===== src/rtl/mbsp_pkg.sv =====
// types, codes and constants shared by the midi byte stream parser
`timescale 1ns / 1ps

package mbsp_pkg;

  localparam int unsigned BYTE_W = 8;
  localparam int unsigned DATA_W = 7;
  localparam int unsigned TIME_W = 32;
  localparam int unsigned POS_W  = 11;
  localparam int unsigned SKIP_W = 2;
  localparam int unsigned KIND_W = 2;
  localparam int unsigned LEN_W  = 2;

  // parser modes
  typedef enum logic [2:0] {
    MODE_IDLE  = 3'd0,
    MODE_TWO   = 3'd1,
    MODE_THREE = 3'd2,
    MODE_EXCL  = 3'd3,
    MODE_SKIP  = 3'd4
  } mode_e;

  // result kinds
  typedef enum logic [KIND_W-1:0] {
    KIND_CHAN  = 2'd0,
    KIND_EXCL  = 2'd1,
    KIND_ABORT = 2'd2
  } kind_e;

  // status bytes with a meaning of their own
  localparam logic [BYTE_W-1:0] BYTE_SYSEX    = 8'hF0;
  localparam logic [BYTE_W-1:0] BYTE_MTC_QF   = 8'hF1;
  localparam logic [BYTE_W-1:0] BYTE_SONG_POS = 8'hF2;
  localparam logic [BYTE_W-1:0] BYTE_SONG_SEL = 8'hF3;
  localparam logic [BYTE_W-1:0] BYTE_TUNE_REQ = 8'hF6;
  localparam logic [BYTE_W-1:0] BYTE_EOX      = 8'hF7;
  localparam logic [BYTE_W-1:0] BYTE_CLOCK    = 8'hF8;
  localparam logic [BYTE_W-1:0] BYTE_START    = 8'hFA;
  localparam logic [BYTE_W-1:0] BYTE_CONTINUE = 8'hFB;
  localparam logic [BYTE_W-1:0] BYTE_STOP     = 8'hFC;
  localparam logic [BYTE_W-1:0] BYTE_SENSE    = 8'hFE;
  localparam logic [BYTE_W-1:0] BYTE_RESET    = 8'hFF;

  localparam logic [BYTE_W-1:0] RUNNING_RESET = 8'h80;

  localparam logic [POS_W-1:0] POS_ONE   = 11'd1;
  localparam logic [POS_W-1:0] POS_TWO   = 11'd2;
  localparam logic [POS_W-1:0] POS_THREE = 11'd3;

  localparam logic [SKIP_W-1:0] SKIP_ONE   = 2'd1;
  localparam logic [SKIP_W-1:0] SKIP_TWO   = 2'd2;
  localparam logic [SKIP_W-1:0] SKIP_THREE = 2'd3;

  localparam logic [LEN_W-1:0] LEN_NONE  = 2'd0;
  localparam logic [LEN_W-1:0] LEN_TWO   = 2'd2;
  localparam logic [LEN_W-1:0] LEN_THREE = 2'd3;

  function automatic logic is_realtime(input logic [BYTE_W-1:0] b);
    return (b == BYTE_CLOCK) || (b == BYTE_START) || (b == BYTE_CONTINUE) ||
           (b == BYTE_STOP) || (b == BYTE_SENSE) || (b == BYTE_RESET);
  endfunction

endpackage


===== src/rtl/mbsp_if.sv =====
// valid/ready channels for raw midi bytes and parsed results
`timescale 1ns / 1ps

interface mbsp_byte_if;
  logic                         valid;
  logic                         ready;
  logic [mbsp_pkg::BYTE_W-1:0]  midi_byte;
  logic [mbsp_pkg::TIME_W-1:0]  time_stamp;

  modport source (output valid, output midi_byte, output time_stamp, input ready);
  modport sink   (input valid, input midi_byte, input time_stamp, output ready);
endinterface

interface mbsp_msg_if;
  logic                         valid;
  logic                         ready;
  logic [mbsp_pkg::KIND_W-1:0]  kind;
  logic [mbsp_pkg::BYTE_W-1:0]  status_byte;
  logic [mbsp_pkg::DATA_W-1:0]  first_data;
  logic [mbsp_pkg::DATA_W-1:0]  second_data;
  logic [mbsp_pkg::LEN_W-1:0]   msg_length;
  logic [mbsp_pkg::BYTE_W-1:0]  excl_byte;
  logic                         excl_last;
  logic [mbsp_pkg::TIME_W-1:0]  start_time;

  modport source (
    output valid, output kind, output status_byte, output first_data,
    output second_data, output msg_length, output excl_byte, output excl_last,
    output start_time, input ready
  );
  modport sink (
    input valid, input kind, input status_byte, input first_data,
    input second_data, input msg_length, input excl_byte, input excl_last,
    input start_time, output ready
  );
endinterface


===== src/rtl/midi_byte_stream_parser.sv =====
// midi byte stream parser with running status, exclusive pass-through and skips
`timescale 1ns / 1ps

// usage
//   byte_i carries one raw midi byte and its arrival time per request; msg_o
//   carries at most one result per byte: a complete channel message, one
//   exclusive byte, or an exclusive abort on overflow
//   real-time bytes are swallowed anywhere and never produce a result
//   each byte is first captured in an input register, then decoded against
//   the parser state combinationally and written to the result register
//   a byte passes from the input register through the decode step into the
//   result register, which drives msg_o
//   throughput: one byte per cycle while msg_o is not stalled, set by the single
//   decode step between the input register and the result register
//   a stalled receiver holds the result register; the input register still
//   takes one more byte, then byte_i.ready drops until the result leaves
//   reset clears both registers' valid flags and returns the parser to idle
//   with running status 80
//   SYSEX_LIMIT is the exclusive position at which a message is aborted
module midi_byte_stream_parser #(
  parameter int unsigned SYSEX_LIMIT = 1024
) (
  input  logic             clk_i,
  input  logic             rst_ni,
  mbsp_byte_if.sink        byte_i,
  mbsp_msg_if.source       msg_o
);

  localparam logic [mbsp_pkg::POS_W-1:0] LimitPos = mbsp_pkg::POS_W'(SYSEX_LIMIT);

  // input register
  logic                           in_vld_q;
  logic [mbsp_pkg::BYTE_W-1:0]    in_byte_q;
  logic [mbsp_pkg::TIME_W-1:0]    in_time_q;

  // parser state
  mbsp_pkg::mode_e                mode_q, mode_d;
  logic [mbsp_pkg::POS_W-1:0]     pos_q, pos_d;
  logic [mbsp_pkg::BYTE_W-1:0]    run_q, run_d;
  logic [mbsp_pkg::SKIP_W-1:0]    skip_q, skip_d;
  logic [mbsp_pkg::BYTE_W-1:0]    status_q, status_d;
  logic [mbsp_pkg::DATA_W-1:0]    first_q, first_d;
  logic [mbsp_pkg::TIME_W-1:0]    mtime_q, mtime_d;

  // result register
  logic                           out_vld_q;
  mbsp_pkg::kind_e                out_kind_q;
  logic [mbsp_pkg::BYTE_W-1:0]    out_status_q;
  logic [mbsp_pkg::DATA_W-1:0]    out_first_q;
  logic [mbsp_pkg::DATA_W-1:0]    out_second_q;
  logic [mbsp_pkg::LEN_W-1:0]     out_len_q;
  logic [mbsp_pkg::BYTE_W-1:0]    out_excl_q;
  logic                           out_last_q;
  logic [mbsp_pkg::TIME_W-1:0]    out_time_q;

  // decode results
  logic                           res_vld;
  mbsp_pkg::kind_e                res_kind;
  logic [mbsp_pkg::BYTE_W-1:0]    res_status;
  logic [mbsp_pkg::DATA_W-1:0]    res_first;
  logic [mbsp_pkg::DATA_W-1:0]    res_second;
  logic [mbsp_pkg::LEN_W-1:0]     res_len;
  logic [mbsp_pkg::BYTE_W-1:0]    res_excl;
  logic                           res_last;
  logic [mbsp_pkg::TIME_W-1:0]    res_time;

  logic                           adv;      // held byte is decoded this cycle
  logic                           work;     // decoded byte is not real-time
  logic                           in_rdy;
  logic [mbsp_pkg::POS_W-1:0]     pos_inc;

  // the held byte moves on once the result register is free or draining
  assign adv     = in_vld_q && (!out_vld_q || msg_o.ready);
  assign in_rdy  = !in_vld_q || adv;
  assign work    = adv && !mbsp_pkg::is_realtime(in_byte_q);
  assign pos_inc = pos_q + mbsp_pkg::POS_ONE;

  assign byte_i.ready = in_rdy;

  // input register
  always_ff @(posedge clk_i or negedge rst_ni) begin
    if (!rst_ni) begin
      in_vld_q <= 1'b0;
    end else if (in_rdy) begin
      in_vld_q <= byte_i.valid;
    end
  end

  always_ff @(posedge clk_i) begin
    if (in_rdy && byte_i.valid) begin
      in_byte_q <= byte_i.midi_byte;
      in_time_q <= byte_i.time_stamp;
    end
  end

  // next parser state
  always_comb begin
    mode_d   = mode_q;
    pos_d    = pos_q;
    run_d    = run_q;
    skip_d   = skip_q;
    status_d = status_q;
    first_d  = first_q;
    mtime_d  = mtime_q;
    if (work) begin
      unique case (mode_q)
        mbsp_pkg::MODE_TWO, mbsp_pkg::MODE_THREE: begin
          if (pos_q < mbsp_pkg::POS_TWO) begin
            first_d = in_byte_q[mbsp_pkg::DATA_W-1:0];
            pos_d   = mbsp_pkg::POS_TWO;
            if (mode_q == mbsp_pkg::MODE_TWO) begin
              mode_d = mbsp_pkg::MODE_IDLE;
            end
          end else begin
            mode_d = mbsp_pkg::MODE_IDLE;
            pos_d  = mbsp_pkg::POS_THREE;
          end
        end
        mbsp_pkg::MODE_EXCL: begin
          pos_d = pos_inc;
          if (in_byte_q == mbsp_pkg::BYTE_EOX || pos_inc >= LimitPos) begin
            mode_d = mbsp_pkg::MODE_IDLE;
          end
        end
        mbsp_pkg::MODE_SKIP: begin
          pos_d = pos_inc;
          if (pos_inc >= mbsp_pkg::POS_W'(skip_q)) begin
            mode_d = mbsp_pkg::MODE_IDLE;
          end
        end
        default: begin
          // idle: decode a fresh status or a running-status data byte
          unique case (in_byte_q) inside
            [8'h00:8'h7F]: begin
              status_d = run_q;
              first_d  = in_byte_q[mbsp_pkg::DATA_W-1:0];
              mtime_d  = in_time_q;
              pos_d    = mbsp_pkg::POS_TWO;
              mode_d   = mbsp_pkg::MODE_THREE;
            end
            [8'h80:8'hBF], [8'hE0:8'hEF]: begin
              run_d    = in_byte_q;
              status_d = in_byte_q;
              mtime_d  = in_time_q;
              pos_d    = mbsp_pkg::POS_ONE;
              mode_d   = mbsp_pkg::MODE_THREE;
            end
            [8'hC0:8'hDF]: begin
              status_d = in_byte_q;
              mtime_d  = in_time_q;
              pos_d    = mbsp_pkg::POS_ONE;
              mode_d   = mbsp_pkg::MODE_TWO;
            end
            mbsp_pkg::BYTE_SYSEX: begin
              status_d = in_byte_q;
              mtime_d  = in_time_q;
              pos_d    = mbsp_pkg::POS_ONE;
              mode_d   = mbsp_pkg::MODE_EXCL;
            end
            mbsp_pkg::BYTE_SONG_POS: begin
              status_d = in_byte_q;
              mtime_d  = in_time_q;
              pos_d    = mbsp_pkg::POS_ONE;
              skip_d   = mbsp_pkg::SKIP_THREE;
              mode_d   = mbsp_pkg::MODE_SKIP;
            end
            mbsp_pkg::BYTE_MTC_QF, mbsp_pkg::BYTE_SONG_SEL: begin
              status_d = in_byte_q;
              mtime_d  = in_time_q;
              pos_d    = mbsp_pkg::POS_ONE;
              skip_d   = mbsp_pkg::SKIP_TWO;
              mode_d   = mbsp_pkg::MODE_SKIP;
            end
            mbsp_pkg::BYTE_TUNE_REQ: begin
              status_d = in_byte_q;
              mtime_d  = in_time_q;
              pos_d    = mbsp_pkg::POS_ONE;
              skip_d   = mbsp_pkg::SKIP_ONE;
              mode_d   = mbsp_pkg::MODE_SKIP;
            end
            default: begin
              // undefined system status: no state change
            end
          endcase
        end
      endcase
    end
  end

  // result of the decoded byte
  always_comb begin
    res_vld    = 1'b0;
    res_kind   = mbsp_pkg::KIND_CHAN;
    res_status = '0;
    res_first  = '0;
    res_second = '0;
    res_len    = mbsp_pkg::LEN_NONE;
    res_excl   = '0;
    res_last   = 1'b0;
    res_time   = mtime_q;
    if (work) begin
      unique case (mode_q)
        mbsp_pkg::MODE_TWO, mbsp_pkg::MODE_THREE: begin
          res_status = status_q;
          if (pos_q < mbsp_pkg::POS_TWO) begin
            res_vld   = (mode_q == mbsp_pkg::MODE_TWO);
            res_first = in_byte_q[mbsp_pkg::DATA_W-1:0];
            res_len   = mbsp_pkg::LEN_TWO;
          end else begin
            res_vld    = 1'b1;
            res_first  = first_q;
            res_second = in_byte_q[mbsp_pkg::DATA_W-1:0];
            res_len    = mbsp_pkg::LEN_THREE;
          end
        end
        mbsp_pkg::MODE_EXCL: begin
          res_vld  = 1'b1;
          res_excl = in_byte_q;
          if (in_byte_q == mbsp_pkg::BYTE_EOX) begin
            res_kind = mbsp_pkg::KIND_EXCL;
            res_last = 1'b1;
          end else if (pos_inc >= LimitPos) begin
            res_kind = mbsp_pkg::KIND_ABORT;
          end else begin
            res_kind = mbsp_pkg::KIND_EXCL;
          end
        end
        mbsp_pkg::MODE_SKIP: begin
          res_vld = 1'b0;
        end
        default: begin
          if (in_byte_q == mbsp_pkg::BYTE_SYSEX) begin
            res_vld  = 1'b1;
            res_kind = mbsp_pkg::KIND_EXCL;
            res_excl = in_byte_q;
            res_time = in_time_q;
          end
        end
      endcase
    end
  end

  // parser state registers
  always_ff @(posedge clk_i or negedge rst_ni) begin
    if (!rst_ni) begin
      mode_q   <= mbsp_pkg::MODE_IDLE;
      pos_q    <= '0;
      run_q    <= mbsp_pkg::RUNNING_RESET;
      skip_q   <= '0;
      status_q <= '0;
      first_q  <= '0;
      mtime_q  <= '0;
    end else begin
      mode_q   <= mode_d;
      pos_q    <= pos_d;
      run_q    <= run_d;
      skip_q   <= skip_d;
      status_q <= status_d;
      first_q  <= first_d;
      mtime_q  <= mtime_d;
    end
  end

  // result register: loads on a result, clears when taken with nothing new
  always_ff @(posedge clk_i or negedge rst_ni) begin
    if (!rst_ni) begin
      out_vld_q <= 1'b0;
    end else if (adv) begin
      out_vld_q <= res_vld;
    end else if (msg_o.ready) begin
      out_vld_q <= 1'b0;
    end
  end

  always_ff @(posedge clk_i) begin
    if (adv && res_vld) begin
      out_kind_q   <= res_kind;
      out_status_q <= res_status;
      out_first_q  <= res_first;
      out_second_q <= res_second;
      out_len_q    <= res_len;
      out_excl_q   <= res_excl;
      out_last_q   <= res_last;
      out_time_q   <= res_time;
    end
  end

  assign msg_o.valid       = out_vld_q;
  assign msg_o.kind        = out_kind_q;
  assign msg_o.status_byte = out_status_q;
  assign msg_o.first_data  = out_first_q;
  assign msg_o.second_data = out_second_q;
  assign msg_o.msg_length  = out_len_q;
  assign msg_o.excl_byte   = out_excl_q;
  assign msg_o.excl_last   = out_last_q;
  assign msg_o.start_time  = out_time_q;

`ifndef ASSERT_OFF
  // a real-time byte never leaves a result behind
  a_realtime_silent: assert property (@(posedge clk_i) disable iff (!rst_ni)
    (adv && mbsp_pkg::is_realtime(in_byte_q)) |=> !out_vld_q)
    else $error("real-time byte produced a result");

  // exclusive position stays below the abort limit
  a_excl_pos: assert property (@(posedge clk_i) disable iff (!rst_ni)
    (mode_q == mbsp_pkg::MODE_EXCL) |-> (pos_q >= mbsp_pkg::POS_ONE && pos_q < LimitPos))
    else $error("exclusive position out of range");

  // skip mode never runs past its target
  a_skip_pos: assert property (@(posedge clk_i) disable iff (!rst_ni)
    (mode_q == mbsp_pkg::MODE_SKIP) |-> (pos_q <= mbsp_pkg::POS_W'(skip_q)))
    else $error("skip position past target");

  // a two-byte message waits for its single data byte
  a_two_pos: assert property (@(posedge clk_i) disable iff (!rst_ni)
    (mode_q == mbsp_pkg::MODE_TWO) |-> (pos_q == mbsp_pkg::POS_ONE))
    else $error("two-byte message at wrong position");

  // an empty result register never stalls the input side
  a_no_idle_stall: assert property (@(posedge clk_i) disable iff (!rst_ni)
    !out_vld_q |-> in_rdy)
    else $error("input stalled with empty result register");
`endif

endmodule

===== src/flat_wrapper.sv =====
// flat-port wrapper written by rule: the top's interface ports become plain ports
module midi_byte_stream_parser_flat 
#(
  parameter int unsigned SYSEX_LIMIT = 1024
)
  (clk_i, rst_ni, byte_i_valid, byte_i_midi_byte, byte_i_time_stamp, byte_i_ready, msg_o_valid, msg_o_kind, msg_o_status_byte, msg_o_first_data, msg_o_second_data, msg_o_msg_length, msg_o_excl_byte, msg_o_excl_last, msg_o_start_time, msg_o_ready);
  mbsp_byte_if byte_i_i ();
  mbsp_msg_if msg_o_i ();
  input  logic clk_i;
  input  logic rst_ni;
  input wire logic [$bits(byte_i_i.valid)-1:0] byte_i_valid;
  input wire logic [$bits(byte_i_i.midi_byte)-1:0] byte_i_midi_byte;
  input wire logic [$bits(byte_i_i.time_stamp)-1:0] byte_i_time_stamp;
  output wire logic [$bits(byte_i_i.ready)-1:0] byte_i_ready;
  output wire logic [$bits(msg_o_i.valid)-1:0] msg_o_valid;
  output wire logic [$bits(msg_o_i.kind)-1:0] msg_o_kind;
  output wire logic [$bits(msg_o_i.status_byte)-1:0] msg_o_status_byte;
  output wire logic [$bits(msg_o_i.first_data)-1:0] msg_o_first_data;
  output wire logic [$bits(msg_o_i.second_data)-1:0] msg_o_second_data;
  output wire logic [$bits(msg_o_i.msg_length)-1:0] msg_o_msg_length;
  output wire logic [$bits(msg_o_i.excl_byte)-1:0] msg_o_excl_byte;
  output wire logic [$bits(msg_o_i.excl_last)-1:0] msg_o_excl_last;
  output wire logic [$bits(msg_o_i.start_time)-1:0] msg_o_start_time;
  input wire logic [$bits(msg_o_i.ready)-1:0] msg_o_ready;
  assign byte_i_i.valid = byte_i_valid;
  assign byte_i_i.midi_byte = byte_i_midi_byte;
  assign byte_i_i.time_stamp = byte_i_time_stamp;
  assign byte_i_ready = byte_i_i.ready;
  assign msg_o_valid = msg_o_i.valid;
  assign msg_o_kind = msg_o_i.kind;
  assign msg_o_status_byte = msg_o_i.status_byte;
  assign msg_o_first_data = msg_o_i.first_data;
  assign msg_o_second_data = msg_o_i.second_data;
  assign msg_o_msg_length = msg_o_i.msg_length;
  assign msg_o_excl_byte = msg_o_i.excl_byte;
  assign msg_o_excl_last = msg_o_i.excl_last;
  assign msg_o_start_time = msg_o_i.start_time;
  assign msg_o_i.ready = msg_o_ready;
  midi_byte_stream_parser #(.SYSEX_LIMIT(SYSEX_LIMIT)) u_core (.clk_i(clk_i), .rst_ni(rst_ni), .byte_i(byte_i_i), .msg_o(msg_o_i));
endmodule

===== config.mk =====
export PLATFORM = sky130hd
export DESIGN_NAME = midi_byte_stream_parser_flat
export DESIGN_NICKNAME = d
export VERILOG_FILES = /design/src/rtl/mbsp_pkg.sv /design/src/rtl/mbsp_if.sv /design/src/rtl/midi_byte_stream_parser.sv /design/src/flat_wrapper.sv
export SDC_FILE = /design/constraint.sdc
export NUM_CORES = 1
export LEC_CHECK = 0
export BUFFER_PORTS_ARGS = -buffer_cell sky130_fd_sc_hd__buf_2
export CORE_UTILIZATION = 45
export DETAILED_ROUTE_END_ITERATION = 7
export PLACE_DENSITY_LB_ADDON = 0.3
export SYNTH_ARGS = -nofsm -noshare
export SYNTH_HDL_FRONTEND = slang
export SYNTH_SLANG_ARGS = --single-unit

===== constraint.sdc =====
create_clock -name clk_i -period 3.1 [get_ports clk_i]
set_input_delay 0.775 -clock clk_i [delete_from_list [all_inputs] [get_ports clk_i]]
set_output_delay 0.775 -clock clk_i [all_outputs]
set_load 0.02 [all_outputs]

==> flow_summary.toml, run 1 <==
[status]
outcome = "finished, final reports clean"

[synthesis]
postSynthNetCount = 627
synth_seq_cells = 180
synth_cell_types = 65
syn_area_um2 = 7650
synth_edf_count = 107
synth_cells = 580
synth_ff_type = "edfxtp_1"
yosysWarnings = 0
avgSynthCellArea_um2 = 13.2
async_flop_share_pct = 40.6
ys_seq_area_share_pct = 65.9

[clock_network]
h-tree-depth = 4
numCtsBuffers = 17
cts_setup_buffers = 0
cts_buffer_depth = 2
clkSinkCount = 180
clock_latency_ns = 0.43
clk_pin_slew_worst_paths_ns = 0.07
tritoncts = "yes"
ctsResizeCount = 0
hold_buffers = 0
root_buffer = "clkbuf_16"

[placement]
dp_hpwl_mm = 10.6
post-place-ws_ns = 0.465
place_congestion = 0.902
numPortBuffers = 112

[critical_path]
crit_type = "reg2reg"
r2r_setup_slack_ns = 0.45
start_kind = "flip-flop"
endpoint = "u_core.mtime_q[24]$_DFFE_PN0P_"
cp_common_cell = "nand2_1"
crit_slowest_cell = "edfxtp_1"
arrival_ns = 3.02
crit_path_start = "u_core.in_byte_q[0]$_DFFE_PP_"
crit_path_max_incr_delay_ns = 0.63
cp_cell_sequence = "nand2b_1, a21oi_1, a21oi_2, a21oi_4, buf_12, nand2_1, nand2_1"
path_depth = 7
reg2reg_to = "u_core.mtime_q[24]$_DFFE_PN0P_"
cpLargestDelayFamily = "compound AO/OA/AOI/OAI gates"
crit_path_max_fanout = 22
reg2reg_depth = 7
cp.required_ns = 3.46
end_kind = "flip-flop"
r2r_start = "u_core.in_byte_q[0]$_DFFE_PP_"
cp_num_buf_inv = 1

[power_and_ir_drop]
p_leak_uw = 0.00391
finalPower_uw = 8110
p_per_area_nw_per_um2 = 898
peakVddDrop_mv = 0.467

[sta]
slew_violations = 0
rsz0062_at_grt = "no"
timing.final.crit_share_pct = 85.6
hold_viol = 0
setup_violations = 0
setup_slack_ns = 0.447
fin_tns_setup_ns = 0
timing.fmax_mhz = 377
tightest_slew_ns = 1.11
final.min_clock_period_ns = 2.65
skew_ns = 0.00787
maxSlewHeadroom_pct = 25.4

[detailed_routing]
vias = 4852
post_drt_wl_per_cell_um = 16.8
firstDrtPassIters = 5
drtIter0Drc = 394
ant_nets = 0
drc = 0
viasPerCell = 5.22
routed_wl_mm = 15.6

[die]
start_util_pct = 46.1
rows = 47
die_area_um2 = 17500
dieHeight_um = 132
io_pins = 113
die_width_um = 132
core_area_um2 = 16600

[final_layout]
final_cell_mix = "nand2_1, buf_2, edfxtp_1"
drive_gt1_share_pct = 30.9
final_nets = 743
final_core_util_pct = 54.4
syn_to_final_growth_pct = 18.0
nFillCells = 1395
final_common_cell = "nand2_1"

[global_routing]
grt_pass1_vias = 4959
track_usage_pct = 19.1
gr-total-overflow = 0
antenna_found_initial = 0
grt_max_degree = 74
grt_pass1_wl_mm = 25.6

[run]
maxCapViolCount = 0

[min_path]
min_path_type = "reg2reg"
## worst reg2reg max path, cell delays in order, from the launching register on
cell	delay (ns)
edfxtp_1	0.63
nand2b_1	0.27
a21oi_1	0.46
a21oi_2	0.30
a21oi_4	0.54
buf_12	0.24
nand2_1	0.09
nand2_1	0.07
## registers in the layout, indices dropped and copies added (netlist names)
signal,count
u_core.msg_o.kind,2
u_core.in_vld_q,1
u_core.mode_q,3
u_core.msg_o.first_data,7
u_core.in_byte_q,8
u_core.first_q,7
u_core.mtime_q,32
u_core.status_q,8
u_core.msg_o.excl_last,1
u_core.msg_o.start_time,32
u_core.run_q,8
u_core.skip_q,2
u_core.msg_o.msg_length,2
u_core.msg_o.second_data,7
u_core.msg_o.status_byte,8
u_core.in_time_q,32
u_core.msg_o.excl_byte,8
u_core.msg_o.valid,1
u_core.pos_q,11
## metrics by stage
stage / hold slack (ns) / cells / area (um2)
floorplan: 0.435 / 580 / 7650
global placement: 0.449 / 897 / 8460
detailed placement: 0.456 / 897 / 8460
CTS: 0.466 / 929 / 9020
global route: 0.490 / 929 / 9020
finish: 0.464 / 930 / 9030
## final cells by class
type | instances | area [um2] | area share (%)
flip-flops and latches | 180 | 5040 | 55.8
inverters | 9 | 33.8 | 0.374
multi-input cells | 360 | 2390 | 26.4
clock inverters | 13 | 113 | 1.25
diodes | 1 | 2.50 | 0.0277
repair buffers | 128 | 721 | 7.98
well taps | 220 | 275 | 3.05
clock buffers | 19 | 453 | 5.02
## cell families after synthesis
family,after synthesis,synth area share [%]
multiplexers,55,9.57
flip-flops,180,65.9
XOR/XNOR,4,0.458
AND/OR/NAND/NOR,219,13.6
adder cells (fa/ha/maj),3,0.491
AO/OA/AOI/OAI,79,6.92
buffers and inverters,40,3.12
## Yosys cell counts (2+ instances only)
| cell | number | area (um2) |
|---|---|---|
| nand2_1 | 117 | 439 |
| edfxtp_1 | 107 | 3210 |
| dfrtp_1 | 72 | 1800 |
| o21ai_0 | 34 | 170 |
| mux2_4 | 33 | 495 |
| nor2_1 | 33 | 124 |
| and3_1 | 15 | 93.8 |
| mux2_2 | 13 | 146 |
| buf_2 | 11 | 55.1 |
| clkbuf_1 | 11 | 41.3 |
| a21oi_1 | 10 | 50.1 |
| inv_1 | 9 | 33.8 |
| mux2i_1 | 9 | 90.1 |
| and2_1 | 8 | 50.1 |
| nor3_1 | 8 | 40.0 |
| nand3_1 | 7 | 35.0 |
| a21o_1 | 5 | 37.5 |
| nand2b_1 | 5 | 31.3 |
| a31oi_1 | 4 | 25.0 |
| o31ai_1 | 4 | 30.0 |
| or3_1 | 4 | 25.0 |
| buf_6 | 3 | 33.8 |
| ha_1 | 3 | 37.5 |
| nand4_1 | 3 | 18.8 |
| and4_1 | 2 | 17.5 |
| buf_12 | 2 | 40.0 |
| buf_4 | 2 | 15.0 |
| nor2b_1 | 2 | 12.5 |
| nor3b_1 | 2 | 15.0 |
| nor4_1 | 2 | 12.5 |
| o211a_1 | 2 | 20.0 |
| o22ai_1 | 2 | 12.5 |
| o32ai_1 | 2 | 17.5 |
| xnor2_1 | 2 | 17.5 |
| xor2_1 | 2 | 17.5 |
## how the worst min path moves through the flow
stage	start	to	slack [ns]	cells past startpoint
3_3_place_gp	u_core.in_time_q[8]$_DFFE_PP_	u_core.mtime_q[8]$_DFFE_PN0P_	0.45	2
3_5_place_dp	u_core.in_time_q[3]$_DFFE_PP_	u_core.mtime_q[3]$_DFFE_PN0P_	0.46	2
2_1_floorplan	u_core.in_time_q[0]$_DFFE_PP_	u_core.mtime_q[0]$_DFFE_PN0P_	0.43	2
4_1_cts	u_core.in_time_q[3]$_DFFE_PP_	u_core.mtime_q[3]$_DFFE_PN0P_	0.47	2
5_1_grt	u_core.mtime_q[30]$_DFFE_PN0P_	u_core.mtime_q[30]$_DFFE_PN0P_	0.49	2
6_report	u_core.in_time_q[3]$_DFFE_PP_	u_core.mtime_q[3]$_DFFE_PN0P_	0.46	2
## routing by layer
layer | vias to the layer above | part of all wire (%) | global-route usage [%]
met3 | 15 | 6.3 | 5.34
met5 | - | 0 | 0
li1 | 2307 | - | -
met1 | 2375 | 44 | 24.5
met2 | 155 | 49 | 31.3
met4 | 0 | 0.87 | 6.00
## power by group
group	switching [uW]	total, uW	internal (uW)
Sequential	358	3750	3390
Combinational	1360	2320	959
Clock	944	2040	1090
Total	2660	8110	5440
Note: power is estimated with default switching activity, not from simulation.
==> run 2, diff against run 1 <==
==> constraint.sdc (replaced) <==
create_clock -name clk_i -period 3.19 [get_ports clk_i]
set_input_delay 0.7975 -clock clk_i [delete_from_list [all_inputs] [get_ports clk_i]]
set_output_delay 0.7975 -clock clk_i [all_outputs]
set_load 0.02 [all_outputs]
==> flow_summary.toml, run 2 (synthesis results as in run 1) <==
[detailed_routing]
firstDrtPassIters = 6
ant_nets = 0
met1Wirelength_mm = 6.96
vias = 4832
drtIter0Drc = 284
routed_wl_mm = 15.7
viasPerCell = 5.21
post_drt_wl_per_cell_um = 16.9
drc = 0
topRoutingLayerUsed = "met5"
routed-wl-met2_mm = 7.50
met3_length_mm = 1.00

[clock_network]
clk_pin_slew_worst_paths_ns = 0.07
cts_setup_buffers = 0
tritoncts = "yes"
numCtsBuffers = 17
cts_buffer_depth = 2
clkSinkCount = 180
h-tree-depth = 4
ctsResizeCount = 0
hold_buffers = 0
root_buffer = "clkbuf_16"
clock_latency_ns = 0.43

[placement]
post-place-ws_ns = 0.587
numPortBuffers = 112
dp_cells = 895
place_congestion = 0.903
dp_hpwl_mm = 10.5

[power_and_ir_drop]
power_frac_clock_pct = 26.3
p_leak_uw = 0.00391
peakVddDrop_mv = 0.439
pwr-share-seq_pct = 45.5
switchingPower_uw = 2590
pwr-share-comb_pct = 28.2
p_per_area_nw_per_um2 = 884
swShare_pct = 32.4
power.internal_uw = 5400

[sta]
hold_ws_ns = 0.474
final.min_clock_period_ns = 2.57
timing.fmax_mhz = 389
setup_slack_ns = 0.621
setup_violations = 0
maxSlewHeadroom_pct = 22.1
fin_tns_setup_ns = 0
timing.final.crit_share_pct = 80.5
rsz0062_at_grt = "no"
skew_ns = 0.0148
tightest_slew_ns = 1.16
slew_violations = 0
hold_viol = 0

[critical_path]
crit_path_start = "u_core.in_byte_q[0]$_DFFE_PP_"
r2r_start = "u_core.in_byte_q[0]$_DFFE_PP_"
reg2reg_depth = 7
end_kind = "flip-flop"
arrival_ns = 2.93
crit_path_max_fanout = 22
reg2reg_to = "u_core.mtime_q[1]$_DFFE_PN0P_"
crit_type = "reg2reg"
r2r_setup_slack_ns = 0.62
cp.required_ns = 3.55
start_kind = "flip-flop"

[global_routing]
grt_max_degree = 74
antenna_found_initial = 1
gr-total-overflow = 0
grt_pass1_wl_mm = 25.3
grt_pass1_vias = 4825
track_usage_pct = 18.8

[final_layout]
final_core_util_pct = 54.5
final_cell_mix = "nand2_1, buf_2, edfxtp_1"
final_cells = 927
final_common_cell = "nand2_1"
final_nets = 741
syn_to_final_growth_pct = 18.2
insertedDiodeCount = 0
drive_gt1_share_pct = 30.7

[min_path]
min_path_cells = 2
min_path_type = "reg2reg"
min_from = "u_core.in_time_q[0]$_DFFE_PP_"
holdPathEnd = "u_core.mtime_q[0]$_DFFE_PN0P_"

[die]
dieHeight_um = 132
io_pins = 113
die_width_um = 132
die_area_um2 = 17500
rows = 47
start_util_pct = 46.1
core_area_um2 = 16600

[status]
outcome = "finished, final reports clean"

[run]
maxCapViolCount = 0
run 2: changes by cell type in the layout (fill, tap and decap cells not counted):
cell | previous run | this run
buf_4 | 14 | 12
inv_6 | 5 | 3
inv_8 | 2 | 3
bufinv_16 | 0 | 2
clkinv_1 | 1 | 0
clkbuf_8 | 2 | 0
clkinvlp_4 | 1 | 3
clkbuf_1 | 0 | 1
clkinv_4 | 4 | 3
diode_2 | 1 | 0
run 2: worst max-delay path by stage:
| stage | endpoint |
|---|---|
| 2_1_floorplan | u_core.msg_o.excl_byte[0]$_SDFFCE_PP0P_ |
| 3_3_place_gp | u_core.msg_o.second_data[1]$_SDFFCE_PP0P_ |
| 3_5_place_dp | u_core.run_q[1]$_DFFE_PN0P_ |
| 4_1_cts | u_core.mtime_q[1]$_DFFE_PN0P_ |
| 5_1_grt | u_core.msg_o.second_data[0]$_SDFFCE_PP0P_ |
| 6_report | u_core.mtime_q[1]$_DFFE_PN0P_ |
run 2: per-layer routing:
metal / vias up / global-route usage [%]
met4: 2 / 7.66
met1: 2348 / 25.2
met3: 19 / 4.88
li1: 2292 / -
met2: 171 / 29.4
met5: - / 0
run 2: worst max-delay path, cell delays in order (launching register included):
cell      delay [ns]
edfxtp_1        0.60
nand2b_1        0.26
a21oi_1         0.45
a21oi_2         0.29
a21oi_4         0.53
buf_12          0.23
nand2_1         0.08
nand2_1         0.07
run 2: final cells by class:
type	count	area, um2
Inverter	9	33.8
Timing Repair Buffer	126	706
Fill cell	1394	7540
Clock buffer	18	429
Multi-Input combinational cell	360	2390
Sequential cell	180	5040
Clock inverter	14	169
Tap cell	220	275
run 2: stage by stage:
step                area (um2)  total power [uW]
detailed placement        8440              5940
floorplan                 7650              5230
finish                    9040              7990
global route              9040              8420
CTS                       9040              8070
global placement          8440              5860
run 2: power by group through the flow:
stage / clock network (uW) / registers [uW] / logic (uW)
after floorplan: 0 / 3910 / 1320
after global placement: 0 / 3660 / 2200
after detailed placement: 0 / 3670 / 2270
after CTS: 2150 / 3640 / 2280
after global routing: 2240 / 3710 / 2470
final: 2100 / 3640 / 2250
==> run 3, diff against run 2 <==
==> constraint.sdc (replaced) <==
create_clock -name clk_i -period 2.5 [get_ports clk_i]
set_input_delay 0.625 -clock clk_i [delete_from_list [all_inputs] [get_ports clk_i]]
set_output_delay 0.625 -clock clk_i [all_outputs]
set_load 0.02 [all_outputs]
==> flow_summary.toml, run 3 (synthesis results as in run 1) <==
[die]
dieHeight_um = 132
io_pins = 113
die_width_um = 132
die_area_um2 = 17500
start_util_pct = 46.1
rows = 47
core_area_um2 = 16600

[sta]
tightest_slew_ns = 0.961
fin_tns_setup_ns = 0
final.min_clock_period_ns = 2.35
skew_ns = 0.0167
slew_violations = 0
rsz0062_at_grt = "no"
hold_viol = 0
setup_violations = 0
timing.final.crit_share_pct = 94.0
maxSlewHeadroom_pct = 36.0
timing.fmax_mhz = 425
hold_ws_ns = 0.106

[global_routing]
antenna_found_initial = 2
track_usage_pct = 18.9
grt_pass1_vias = 4923
grt_pass1_wl_mm = 25.4
gr-total-overflow = 0
grt_max_degree = 49

[final_layout]
final_nets = 749
final_cell_mix = "nand2_1, buf_2, edfxtp_1"
syn_to_final_growth_pct = 20.2
drive_gt1_share_pct = 31.5
final_common_cell = "nand2_1"

[power_and_ir_drop]
peakVddDrop_mv = 0.635
p_leak_uw = 0.00398
p_per_area_nw_per_um2 = 1120

[detailed_routing]
routed_wl_mm = 15.5
vias = 4835
post_drt_wl_per_cell_um = 16.6
ant_nets = 0
viasPerCell = 5.16
drc = 0
drtIter0Drc = 330
firstDrtPassIters = 4

[clock_network]
clock_latency_ns = 0.44
clk_pin_slew_worst_paths_ns = 0.07
h-tree-depth = 4
tritoncts = "yes"
numCtsBuffers = 17
cts_setup_buffers = 0
hold_buffers = 0
ctsResizeCount = 0
root_buffer = "clkbuf_16"
clkSinkCount = 180
cts_buffer_depth = 2

[min_path]
min_path_type = "in2async"

[critical_path]
reg2reg_depth = 6
cp.required_ns = 2.62
r2r_setup_slack_ns = 0.15
arrival_ns = 2.47
start_kind = "flip-flop"
r2r_start = "u_core.in_byte_q[6]$_DFFE_PP_"
reg2reg_to = "u_core.msg_o.second_data[3]$_SDFFCE_PP0P_"
end_kind = "flip-flop"
crit_type = "reg2reg"
crit_path_max_fanout = 38

[placement]
place_congestion = 0.871
dp_hpwl_mm = 10.3
numPortBuffers = 112

[status]
outcome = "finished, final reports clean"

[run]
maxCapViolCount = 0
==> run 3: cell types whose count changed in the layout (fill, tap and decap cells not counted) <==
| cell | before | now |
|---|---|---|
| bufinv_16 | 2 | 1 |
| buf_4 | 12 | 14 |
| clkinv_1 | 0 | 1 |
| clkbuf_1 | 1 | 0 |
| inv_8 | 3 | 4 |
| buf_12 | 3 | 9 |
| clkinv_4 | 3 | 1 |
| diode_2 | 0 | 2 |
| clkinv_8 | 0 | 4 |
| clkinvlp_4 | 3 | 1 |
==> run 3: worst max path at each step <==
stage / from / to / slack (ns) / cells after the start
6_report: u_core.in_byte_q[6]$_DFFE_PP_ / u_core.msg_o.second_data[3]$_SDFFCE_PP0P_ / 0.15 / 6
5_1_grt: u_core.in_byte_q[6]$_DFFE_PP_ / u_core.msg_o.second_data[3]$_SDFFCE_PP0P_ / 0.07 / 6
4_1_cts: u_core.in_byte_q[6]$_DFFE_PP_ / u_core.msg_o.second_data[3]$_SDFFCE_PP0P_ / 0.17 / 6
3_5_place_dp: msg_o_ready / u_core.msg_o.start_time[4]$_DFFE_PP_ / 0.13 / 7
3_3_place_gp: msg_o_ready / u_core.msg_o.start_time[4]$_DFFE_PP_ / 0.15 / 7
2_1_floorplan: u_core.in_byte_q[6]$_DFFE_PP_ / u_core.msg_o.excl_byte[0]$_SDFFCE_PP0P_ / 0.18 / 6
==> run 3: final cells by class <==
cell class                      instances  area, um2
Antenna cell                            2       5.00
Clock inverter                         15        186
Fill cell                            1381       7390
Sequential cell                       180       5040
Tap cell                              220        275
Multi-Input combinational cell        360       2390
Clock buffer                           17        425
Timing Repair Buffer                  134        841
Inverter                                9       33.8
==> run 3: routing by layer <==
layer | global-route usage, % | part of all wire (%) | up-vias
met5 | 0 | 0 | -
met4 | 7.79 | 1.7 | 0
met3 | 4.11 | 5.4 | 23
met2 | 30.8 | 48 | 150
met1 | 24.6 | 45 | 2347
li1 | - | - | 2315
==> run 3: worst max-delay path: stages, from the launching register on <==
cell	delay (ns)
edfxtp_1	0.40
nand4_4	0.18
nor2_1	0.26
nand3b_1	0.33
o21ai_0	0.37
o211a_4	0.25
buf_12	0.23
==> run 3: power breakdown <==
group | switching, uW | total (uW) | leakage [uW] | internal [uW]
clock network | 1260 | 2700 | 0.000295 | 1440
registers | 421 | 4620 | 0.00194 | 4200
logic | 1740 | 3020 | 0.00175 | 1280
==> run 3: per-stage QoR <==
stage | instance area (um2) | total power (uW) | utilization, % | instances | setup slack, ns
6_report | 9200 | 10300 | 55.4 | 937 | 0.149
5_1_grt | 9190 | 10900 | 55.4 | 936 | 0.0742
4_1_cts | 9190 | 10400 | 55.4 | 935 | 0.167
3_5_place_dp | 8580 | 7690 | 51.7 | 903 | 0.126
3_3_place_gp | 8580 | 7580 | 51.7 | 903 | 0.150
2_1_floorplan | 7660 | 6670 | - | 580 | 0.183
